<file path="src/design/tsdq_pkg.sv">
package tsdq_pkg;

   localparam int DefaultDepth = 32;
   localparam int TimeWidth    = 62;
   localparam int TagWidth     = 32;
   localparam int EdgeWidth    = 64;
   localparam int EntryWidth   = TimeWidth + TagWidth;
   localparam int ReqDataWidth = 160;
   localparam int RspDataWidth = 96;

   typedef enum logic [1:0] {
      KIND_EDGE   = 2'd0,
      KIND_NOTIME = 2'd1,
      KIND_FULL   = 2'd2
   } kind_type;

   typedef enum logic [2:0] {
      ST_IDLE,
      ST_INS_RD,
      ST_INS_CHK,
      ST_REL_RD,
      ST_REL_CHK,
      ST_FLUSH
   } state_type;

   typedef struct packed {
      logic [TagWidth-1:0]  tag;
      logic [TimeWidth-1:0] tstamp;
      kind_type             kind;
   } result_type;

endpackage

</file>
<file path="src/design/tsdq_ram.sv">
module tsdq_ram #(
   parameter int Depth = tsdq_pkg::DefaultDepth,
   parameter int Width = tsdq_pkg::EntryWidth
) (
   input  logic                     clock,
   input  logic                     wr_en,
   input  logic [$clog2(Depth)-1:0] wr_addr,
   input  logic [Width-1:0]         wr_data,
   input  logic                     rd_en,
   input  logic [$clog2(Depth)-1:0] rd_addr,
   output logic [Width-1:0]         rd_data
);

   logic [Width-1:0] mem [Depth];
   logic [Width-1:0] rd_data_ff;

   always_ff @(posedge clock) begin
      if (wr_en) begin
         mem[wr_addr] <= wr_data;
      end
      if (rd_en) begin
         rd_data_ff <= mem[rd_addr];
      end
   end

   assign rd_data = rd_data_ff;

endmodule

</file>
<file path="src/design/timestamp_sorted_delay_queue.sv">
// Timestamp reorder buffer. Items are held in one RAM used as a circular,
// sorted store of QUEUE_DEPTH entries. An item without a timestamp is
// passed straight to the output. A stored item is walked into place past
// each entry with a later timestamp, one RAM read and one write-back per
// shift, then due entries are released; an item that finds the store full
// is not stored and is returned with the full kind. The RAM read is
// registered, so the walk splits each step into a read and a compare state.
// Results leave through an output register, so a stalled rsp side holds the sequencer.
module timestamp_sorted_delay_queue #(
   parameter int QUEUE_DEPTH = tsdq_pkg::DefaultDepth
) (
   input  logic                              clock,
   input  logic                              reset,
   input  logic                              csr_wr_en,
   input  logic [tsdq_pkg::TimeWidth-1:0]    csr_wr_data,
   input  logic                              req_tvalid,
   output logic                              req_tready,
   // item_time, edge_time, item_tag, zero pad
   input  logic [tsdq_pkg::ReqDataWidth-1:0] req_tdata,
   // has_time, has_edge
   input  logic [1:0]                        req_tuser,
   output logic                              rsp_tvalid,
   input  logic                              rsp_tready,
   // out_tag, out_time, zero pad
   output logic [tsdq_pkg::RspDataWidth-1:0] rsp_tdata,
   // release_kind
   output logic [1:0]                        rsp_tuser,
   // last_of_run
   output logic                              rsp_tlast
);

   localparam int AW = $clog2(QUEUE_DEPTH);
   localparam int CW = $clog2(QUEUE_DEPTH + 1);
   localparam int TW = tsdq_pkg::TimeWidth;
   localparam int GW = tsdq_pkg::TagWidth;
   localparam int EW = tsdq_pkg::EdgeWidth;

   tsdq_pkg::state_type state_ff, state_in;
   logic [CW-1:0] count_ff, count_in;
   logic [AW-1:0] head_ff, head_in;
   logic [CW-1:0] idx_ff, idx_in;
   logic [EW-1:0] edge_ff, edge_in;
   logic [TW-1:0] lag_ff;
   logic [TW-1:0] t_ff, t_in;
   logic [GW-1:0] tag_ff, tag_in;
   logic pend_v_ff, pend_v_in;
   tsdq_pkg::result_type pend_ff, pend_in;
   logic out_v_ff, out_v_in, out_last_ff, out_last_in;
   tsdq_pkg::result_type out_ff, out_in;

   logic wr_en, rd_en;
   logic [AW-1:0] wr_addr, rd_addr;
   logic [tsdq_pkg::EntryWidth-1:0] wr_data, rd_data;
   logic [TW-1:0] rd_time;
   logic [GW-1:0] rd_tag;
   logic out_free, due;
   logic [AW:0] sum_a;

   tsdq_ram #(.Depth(QUEUE_DEPTH), .Width(tsdq_pkg::EntryWidth)) u_ram (
      .clock   (clock),
      .wr_en   (wr_en),
      .wr_addr (wr_addr),
      .wr_data (wr_data),
      .rd_en   (rd_en),
      .rd_addr (rd_addr),
      .rd_data (rd_data)
   );

   assign rd_time  = rd_data[TW-1:0];
   assign rd_tag   = rd_data[TW+GW-1:TW];
   assign out_free = !out_v_ff || rsp_tready;
   assign due      = !edge_ff[EW-1] && ({1'b0, rd_time} <= edge_ff[EW-2:0]);

   function automatic logic [AW-1:0] wrap(input logic [AW:0] s);
      logic [AW:0] r;
      r = (s >= (AW+1)'(QUEUE_DEPTH)) ? s - (AW+1)'(QUEUE_DEPTH) : s;
      return r[AW-1:0];
   endfunction

   always_ff @(posedge clock) begin
      if (reset) begin
         state_ff  <= tsdq_pkg::ST_IDLE;
         count_ff  <= '0;
         head_ff   <= '0;
         edge_ff   <= '0;
         lag_ff    <= '0;
         pend_v_ff <= 1'b0;
         out_v_ff  <= 1'b0;
      end else begin
         state_ff  <= state_in;
         count_ff  <= count_in;
         head_ff   <= head_in;
         edge_ff   <= edge_in;
         pend_v_ff <= pend_v_in;
         out_v_ff  <= out_v_in;
         if (csr_wr_en) begin
            lag_ff <= csr_wr_data;
         end
      end
      idx_ff      <= idx_in;
      t_ff        <= t_in;
      tag_ff      <= tag_in;
      pend_ff     <= pend_in;
      out_ff      <= out_in;
      out_last_ff <= out_last_in;
   end

   always_comb begin
      state_in    = state_ff;
      count_in    = count_ff;
      head_in     = head_ff;
      idx_in      = idx_ff;
      edge_in     = edge_ff;
      t_in        = t_ff;
      tag_in      = tag_ff;
      pend_v_in   = pend_v_ff;
      pend_in     = pend_ff;
      out_v_in    = out_v_ff && !rsp_tready;
      out_in      = out_ff;
      out_last_in = out_last_ff;
      wr_en       = 1'b0;
      wr_data     = {tag_ff, t_ff};
      sum_a       = (AW+1)'(head_ff) + (AW+1)'(idx_ff);
      wr_addr     = wrap(sum_a);
      rd_en       = 1'b0;
      rd_addr     = wrap(sum_a - (AW+1)'(1));
      req_tready  = (state_ff == tsdq_pkg::ST_IDLE);
      unique case (state_ff)
         tsdq_pkg::ST_IDLE: begin
            if (req_tvalid) begin
               t_in   = req_tdata[TW-1:0];
               tag_in = req_tdata[2*TW+GW-1:2*TW];
               idx_in = count_ff;
               if (!req_tuser[0]) begin
                  pend_v_in = 1'b1;
                  pend_in   = '{tag: req_tdata[2*TW+GW-1:2*TW], tstamp: '0,
                                kind: tsdq_pkg::KIND_NOTIME};
                  state_in  = tsdq_pkg::ST_FLUSH;
               end else begin
                  if (req_tuser[1]) begin
                     edge_in = EW'(req_tdata[2*TW-1:TW]) - EW'(lag_ff);
                  end
                  if (count_ff == CW'(QUEUE_DEPTH)) begin
                     pend_v_in = 1'b1;
                     pend_in   = '{tag: req_tdata[2*TW+GW-1:2*TW],
                                   tstamp: req_tdata[TW-1:0],
                                   kind: tsdq_pkg::KIND_FULL};
                     state_in  = tsdq_pkg::ST_REL_RD;
                  end else begin
                     state_in = tsdq_pkg::ST_INS_RD;
                  end
               end
            end
         end
         tsdq_pkg::ST_INS_RD: begin
            if (idx_ff == '0) begin
               wr_en    = 1'b1;
               count_in = count_ff + CW'(1);
               state_in = tsdq_pkg::ST_REL_RD;
            end else begin
               rd_en    = 1'b1;
               state_in = tsdq_pkg::ST_INS_CHK;
            end
         end
         tsdq_pkg::ST_INS_CHK: begin
            wr_en = 1'b1;
            if (rd_time > t_ff) begin
               wr_data  = rd_data;
               idx_in   = idx_ff - CW'(1);
               state_in = tsdq_pkg::ST_INS_RD;
            end else begin
               count_in = count_ff + CW'(1);
               state_in = tsdq_pkg::ST_REL_RD;
            end
         end
         tsdq_pkg::ST_REL_RD: begin
            rd_addr = head_ff;
            if (count_ff == '0 || edge_ff[EW-1]) begin
               state_in = tsdq_pkg::ST_FLUSH;
            end else begin
               rd_en    = 1'b1;
               state_in = tsdq_pkg::ST_REL_CHK;
            end
         end
         tsdq_pkg::ST_REL_CHK: begin
            if (!due) begin
               state_in = tsdq_pkg::ST_FLUSH;
            end else if (!pend_v_ff || out_free) begin
               if (pend_v_ff) begin
                  out_v_in    = 1'b1;
                  out_in      = pend_ff;
                  out_last_in = 1'b0;
               end
               pend_v_in = 1'b1;
               pend_in   = '{tag: rd_tag, tstamp: rd_time, kind: tsdq_pkg::KIND_EDGE};
               head_in   = wrap((AW+1)'(head_ff) + (AW+1)'(1));
               count_in  = count_ff - CW'(1);
               state_in  = tsdq_pkg::ST_REL_RD;
            end
         end
         tsdq_pkg::ST_FLUSH: begin
            if (!pend_v_ff) begin
               state_in = tsdq_pkg::ST_IDLE;
            end else if (out_free) begin
               out_v_in    = 1'b1;
               out_in      = pend_ff;
               out_last_in = 1'b1;
               pend_v_in   = 1'b0;
               state_in    = tsdq_pkg::ST_IDLE;
            end
         end
         default: state_in = tsdq_pkg::ST_IDLE;
      endcase
   end

   assign rsp_tvalid = out_v_ff;
   assign rsp_tdata  = {2'b00, out_ff.tstamp, out_ff.tag};
   assign rsp_tuser  = out_ff.kind;
   assign rsp_tlast  = out_last_ff;

   a_count_bound: assert property (@(posedge clock) disable iff (reset)
      count_ff <= CW'(QUEUE_DEPTH))
      else $error("entry count above depth");

   a_pend_empty_idle: assert property (@(posedge clock) disable iff (reset)
      state_ff == tsdq_pkg::ST_IDLE |-> !pend_v_ff)
      else $error("pending result left at idle");

   a_rsp_hold: assert property (@(posedge clock) disable iff (reset)
      rsp_tvalid && !rsp_tready |=> rsp_tvalid && $stable(rsp_tdata))
      else $error("stalled result changed");

   a_insert_grows: assert property (@(posedge clock) disable iff (reset)
      state_ff == tsdq_pkg::ST_INS_CHK && rd_time <= t_ff |=> count_ff != '0)
      else $error("insert did not grow store");

endmodule
</file>
<file path="config.mk">
export PLATFORM = sky130hd
export DESIGN_NAME = timestamp_sorted_delay_queue
export DESIGN_NICKNAME = d
export VERILOG_FILES = /design/src/design/tsdq_pkg.sv /design/src/design/tsdq_ram.sv /design/src/design/timestamp_sorted_delay_queue.sv
export SDC_FILE = /design/constraint.sdc
export NUM_CORES = 2
export LEC_CHECK = 0
export ABC_CLOCK_PERIOD_IN_PS = 12800
export BUFFER_PORTS_ARGS = -buffer_cell sky130_fd_sc_hd__buf_2
export CAP_MARGIN = 5
export CORE_AREA = 2 2 481 483
export CTS_CLUSTER_DIAMETER = 150
export DETAILED_ROUTE_END_ITERATION = 10
export DIE_AREA = 0 0 483 485
export PLACE_DENSITY_LB_ADDON = 0.08
export SYNTH_ARGS = -nofsm -noshare
export SYNTH_HDL_FRONTEND = slang
export SYNTH_HIERARCHICAL = 1
export SYNTH_SLANG_ARGS = --single-unit
</file>
<file path="constraint.sdc">
create_clock -name clock -period 12.8 [get_ports clock]
set_input_delay 0.64 -clock clock [delete_from_list [all_inputs] [get_ports clock]]
set_output_delay 0.64 -clock clock [all_outputs]
set_load 0.05 [all_outputs]
</file>
==> results.json <==
{
  "status": "finished clean",
  "max_stage_delay_ns": 0.96,
  "period_minus_slack_ns": 6.683,
  "path_delay_family": "simple AND/OR/NAND/NOR gates",
  "worstSetupPathType": "reg -> reg",
  "crit_end": "u_ram/mem[17][28]",
  "fin_util_pct": 69.78,
  "start_kind": "register",
  "clk_pin_slew_ns": 0.06,
  "ir_worst_vdd_mv": 0.5098,
  "grt_max_degree": 119,
  "route.met2.wl_microns": 184000,
  "dr.pass1.iters": 8,
  "fp.dieArea_sq_mm": 0.2343,
  "grt_pass1_wl_microns": 559400,
  "drive_gt1_share_pct": 17.70,
  "place_area_sq_mm": 0.1464,
  "grt_pass1_vias": 77470,
  "worst_path_max_delay_cell": "buf_4",
  "worst-path-stages": 10,
  "fmax_mhz": 149.6,
  "io_pins": 330,
  "synth_cells": 7902,
  "dr_wl_met3_microns": 43600,
  "powerDensity_mw_per_mm2": 270.4,
  "cts_resized": 0,
  "area_delta_synth_final_pct": 13.20,
  "cts_buffers": 368,
  "path_buf_inv": 2,
  "worstSetupStartpoint": "u_ram/rd_data[47]",
  "grt_overflow_total": 0,
  "stdcell_count": 11780,
  "rsz0062_at_grt": "no",
  "reg2regPathDepth": 10,
  "tns_ns": 0,
  "worstMarginPinSlew_ns": 1.456,
  "yosysTopAreaCellShare_pct": 72.21,
  "finalMaxSlewViolations": 0,
  "portBuffers": 323,
  "gr-usage-all-layers_pct": 33.67,
  "rrSetupSlack_ns": 6.12,
  "synth_warnings": 6,
  "die_y_microns": 485,
  "wl_per_cell_microns": 33.70,
  "async_reset_ff_share_pct": 0,
  "viasPerCell": 6.745,
  "ant_nets": 0,
  "drc": 0,
  "yosysTopAreaCell": "edfxtp_1",
  "die-width_microns": 483,
  "r2r_start": "u_ram/rd_data[47]",
  "fin_skew_ns": 0.05545,
  "setup_viol": 0,
  "cts.sinks": 3536,
  "place_congestion": 0.9091,
  "hpwl_microns": 202100,
  "wl_microns": 397100,
  "ys_top_cells_by_area": "edfxtp_1 72%, mux4_2 6.0%, mux2i_1 5.8%",
  "clockBufferDepth": 4,
  "crit_required_ns": 13.46,
  "synth_commonest_cells": "3395 x edfxtp_1, 815 x mux2i_1, 493 x a22oi_1, 377 x mux4_2, 368 x nand2_1",
  "synth_cell_types": 84,
  "arrival_ns": 7.34,
  "r2r-end": "u_ram/mem[17][28]",
  "place_inst": 10970,
  "start_util_pct": 61.64,
  "path_max_fanout": 47,
  "synth.avg_cell_area_sq_um": 17.87,
  "wirelength_met1_microns": 155000,
  "synth_most_common_cell": "edfxtp_1",
  "post-route-period-util_pct": 52.21,
  "placementRows": 176,
  "core-area_sq_mm": 0.2290,
  "antenna_found_initial": 17,
  "worst_hold_path_type": "in -> reg",
  "h-tree-depth": 5,
  "crit_chain": "ha_1 > nand4_1 > nor2_1 > nand4_1 > nor4_2 > nor2_1 > nand2_4 > buf_4 > buf_4 > mux2_2",
  "cap_violations": 0,
  "relSlewSlack_pct": 2.926,
  "fin_area_sq_mm": 0.1598,
  "ys_seq_elements": 3536,
  "clockRootBuffer": "clkbuf_16",
  "num_vias": 79470,
  "crit_path_end_kind": "register",
  "syn_area_sq_mm": 0.1412,
  "top_layer": "met5",
  "drt_iter0_drc": 11560,
  "cts_tree": "built",
  "power.static_leakage_nw": 54.75,
  "fin_nets": 8895,
  "synth_edf_count": 3395,
  "clk_latency_ns": 0.99,
  "final_hold_viol_count": 0,
  "synth_flop_cell": "edfxtp_1",
  "yosysSeqAreaShare_pct": 74.21
}
state kept, by name (all words and copies together) (netlist names):
| signal | flops |
|---|---|
| u_ram/mem | 3008 |
| pend_ff | 96 |
| rsp_tdata | 94 |
| u_ram/rd_data | 94 |
| edge_ff | 63 |
| lag_ff | 62 |
| t_ff | 62 |
| tag_ff | 32 |
| count_ff | 6 |
| idx_ff | 6 |
| head_ff | 5 |
| state_ff | 3 |
| rsp_tuser | 2 |
| pend_v_ff | 1 |
| rsp_tlast | 1 |
| rsp_tvalid | 1 |
cells in the final DEF, fill, tap and decap left out, drive strengths merged, types with 8 or more instances in the layout:
| cell type | instances |
|---|---|
| a211oi | 16 |
| a21o | 94 |
| a21oi | 186 |
| a22o | 55 |
| a22oi | 493 |
| a31oi | 70 |
| and2 | 20 |
| and3 | 9 |
| buf | 460 |
| bufinv | 45 |
| clkbuf | 458 |
| clkinv | 137 |
| clkinvlp | 8 |
| dfxtp | 141 |
| dlygate4sd3 | 151 |
| edfxtp | 3395 |
| ha | 197 |
| inv | 224 |
| mux2 | 96 |
| mux2i | 815 |
| mux4 | 377 |
| nand2 | 370 |
| nand2b | 8 |
| nand3 | 276 |
| nand3b | 12 |
| nand4 | 95 |
| nor2 | 180 |
| nor2b | 33 |
| nor3 | 32 |
| o211ai | 18 |
| o21a | 9 |
| o21ai | 76 |
| o21bai | 14 |
| o31ai | 11 |
| or3 | 13 |
| xnor2 | 32 |
| xor2 | 25 |
power by group:
group          total (W)  switching (W)  internal, W  leakage (nW)
logic             0.0171         0.0109      0.00625          17.1
clock network     0.0106        0.00431      0.00627          5.79
registers         0.0155       0.000642       0.0148          31.8
total             0.0432         0.0158       0.0274          54.7
worst min path at each step:
stage               endpoint  slack, ns          start  cells past startpoint
3_5_place_dp   rsp_tdata[39]       0.40     pend_ff[9]                      0
5_1_grt              t_ff[1]      0.003   req_tdata[1]                      1
3_3_place_gp   rsp_tdata[80]       0.40    pend_ff[50]                      0
2_1_floorplan   rsp_tdata[0]       0.40    pend_ff[64]                      0
4_1_cts             t_ff[35]     0.0005  req_tdata[35]                      1
6_report             t_ff[1]       0.06   req_tdata[1]                      1
routing by layer:
| metal | global-route usage, % | vias to the layer above |
|---|---|---|
| met5 | 0 | - |
| met4 | 11.69 | 14 |
| met3 | 6.312 | 721 |
| met2 | 51.81 | 4933 |
| met1 | 49.09 | 41000 |
| li1 | - | 32800 |
area by class of cell:
class                   count  area (sq um)
diodes                      7         17.52
clock buffers             458          9727
clock inverters           195          2097
fillers                 14530         69210
inverters                 219         827.0
multi-input cells        3730         34040
flip-flops and latches   3536        104800
well taps                3026          3786
repair buffers            611          4539
timing repair:
| item | in CTS | in global routing |
|---|---|---|
| hold buffers | 151 | 0 |
| hold endpoints to repair | 193 | 0 |
| buffers inserted | 0 | 0 |
| setup endpoints to repair | 0 | 0 |
logic make-up after synthesis:
group | share of synthesized area [%]
muxes | 12.56
other | 0.002656
xor gates and xnor gates | 0.3536
adders and majority gates | 1.789
and+or+nand+nor | 3.649
buffers and inverters | 2.004
AOI/OAI and AO/OA | 5.430
DFF | 74.21
metrics by stage:
stage	hold slack [ns]	total power, W	worst slack (ns)
2_1_floorplan	0.4003	0.02706	2.822
6_report	0.05652	0.04321	6.117
5_1_grt	0.002663	0.04462	6.042
3_3_place_gp	0.4009	0.03222	6.396
4_1_cts	0.0005185	0.04310	6.312
3_5_place_dp	0.4045	0.03252	6.354
Power figures use the tool's default switching activity.
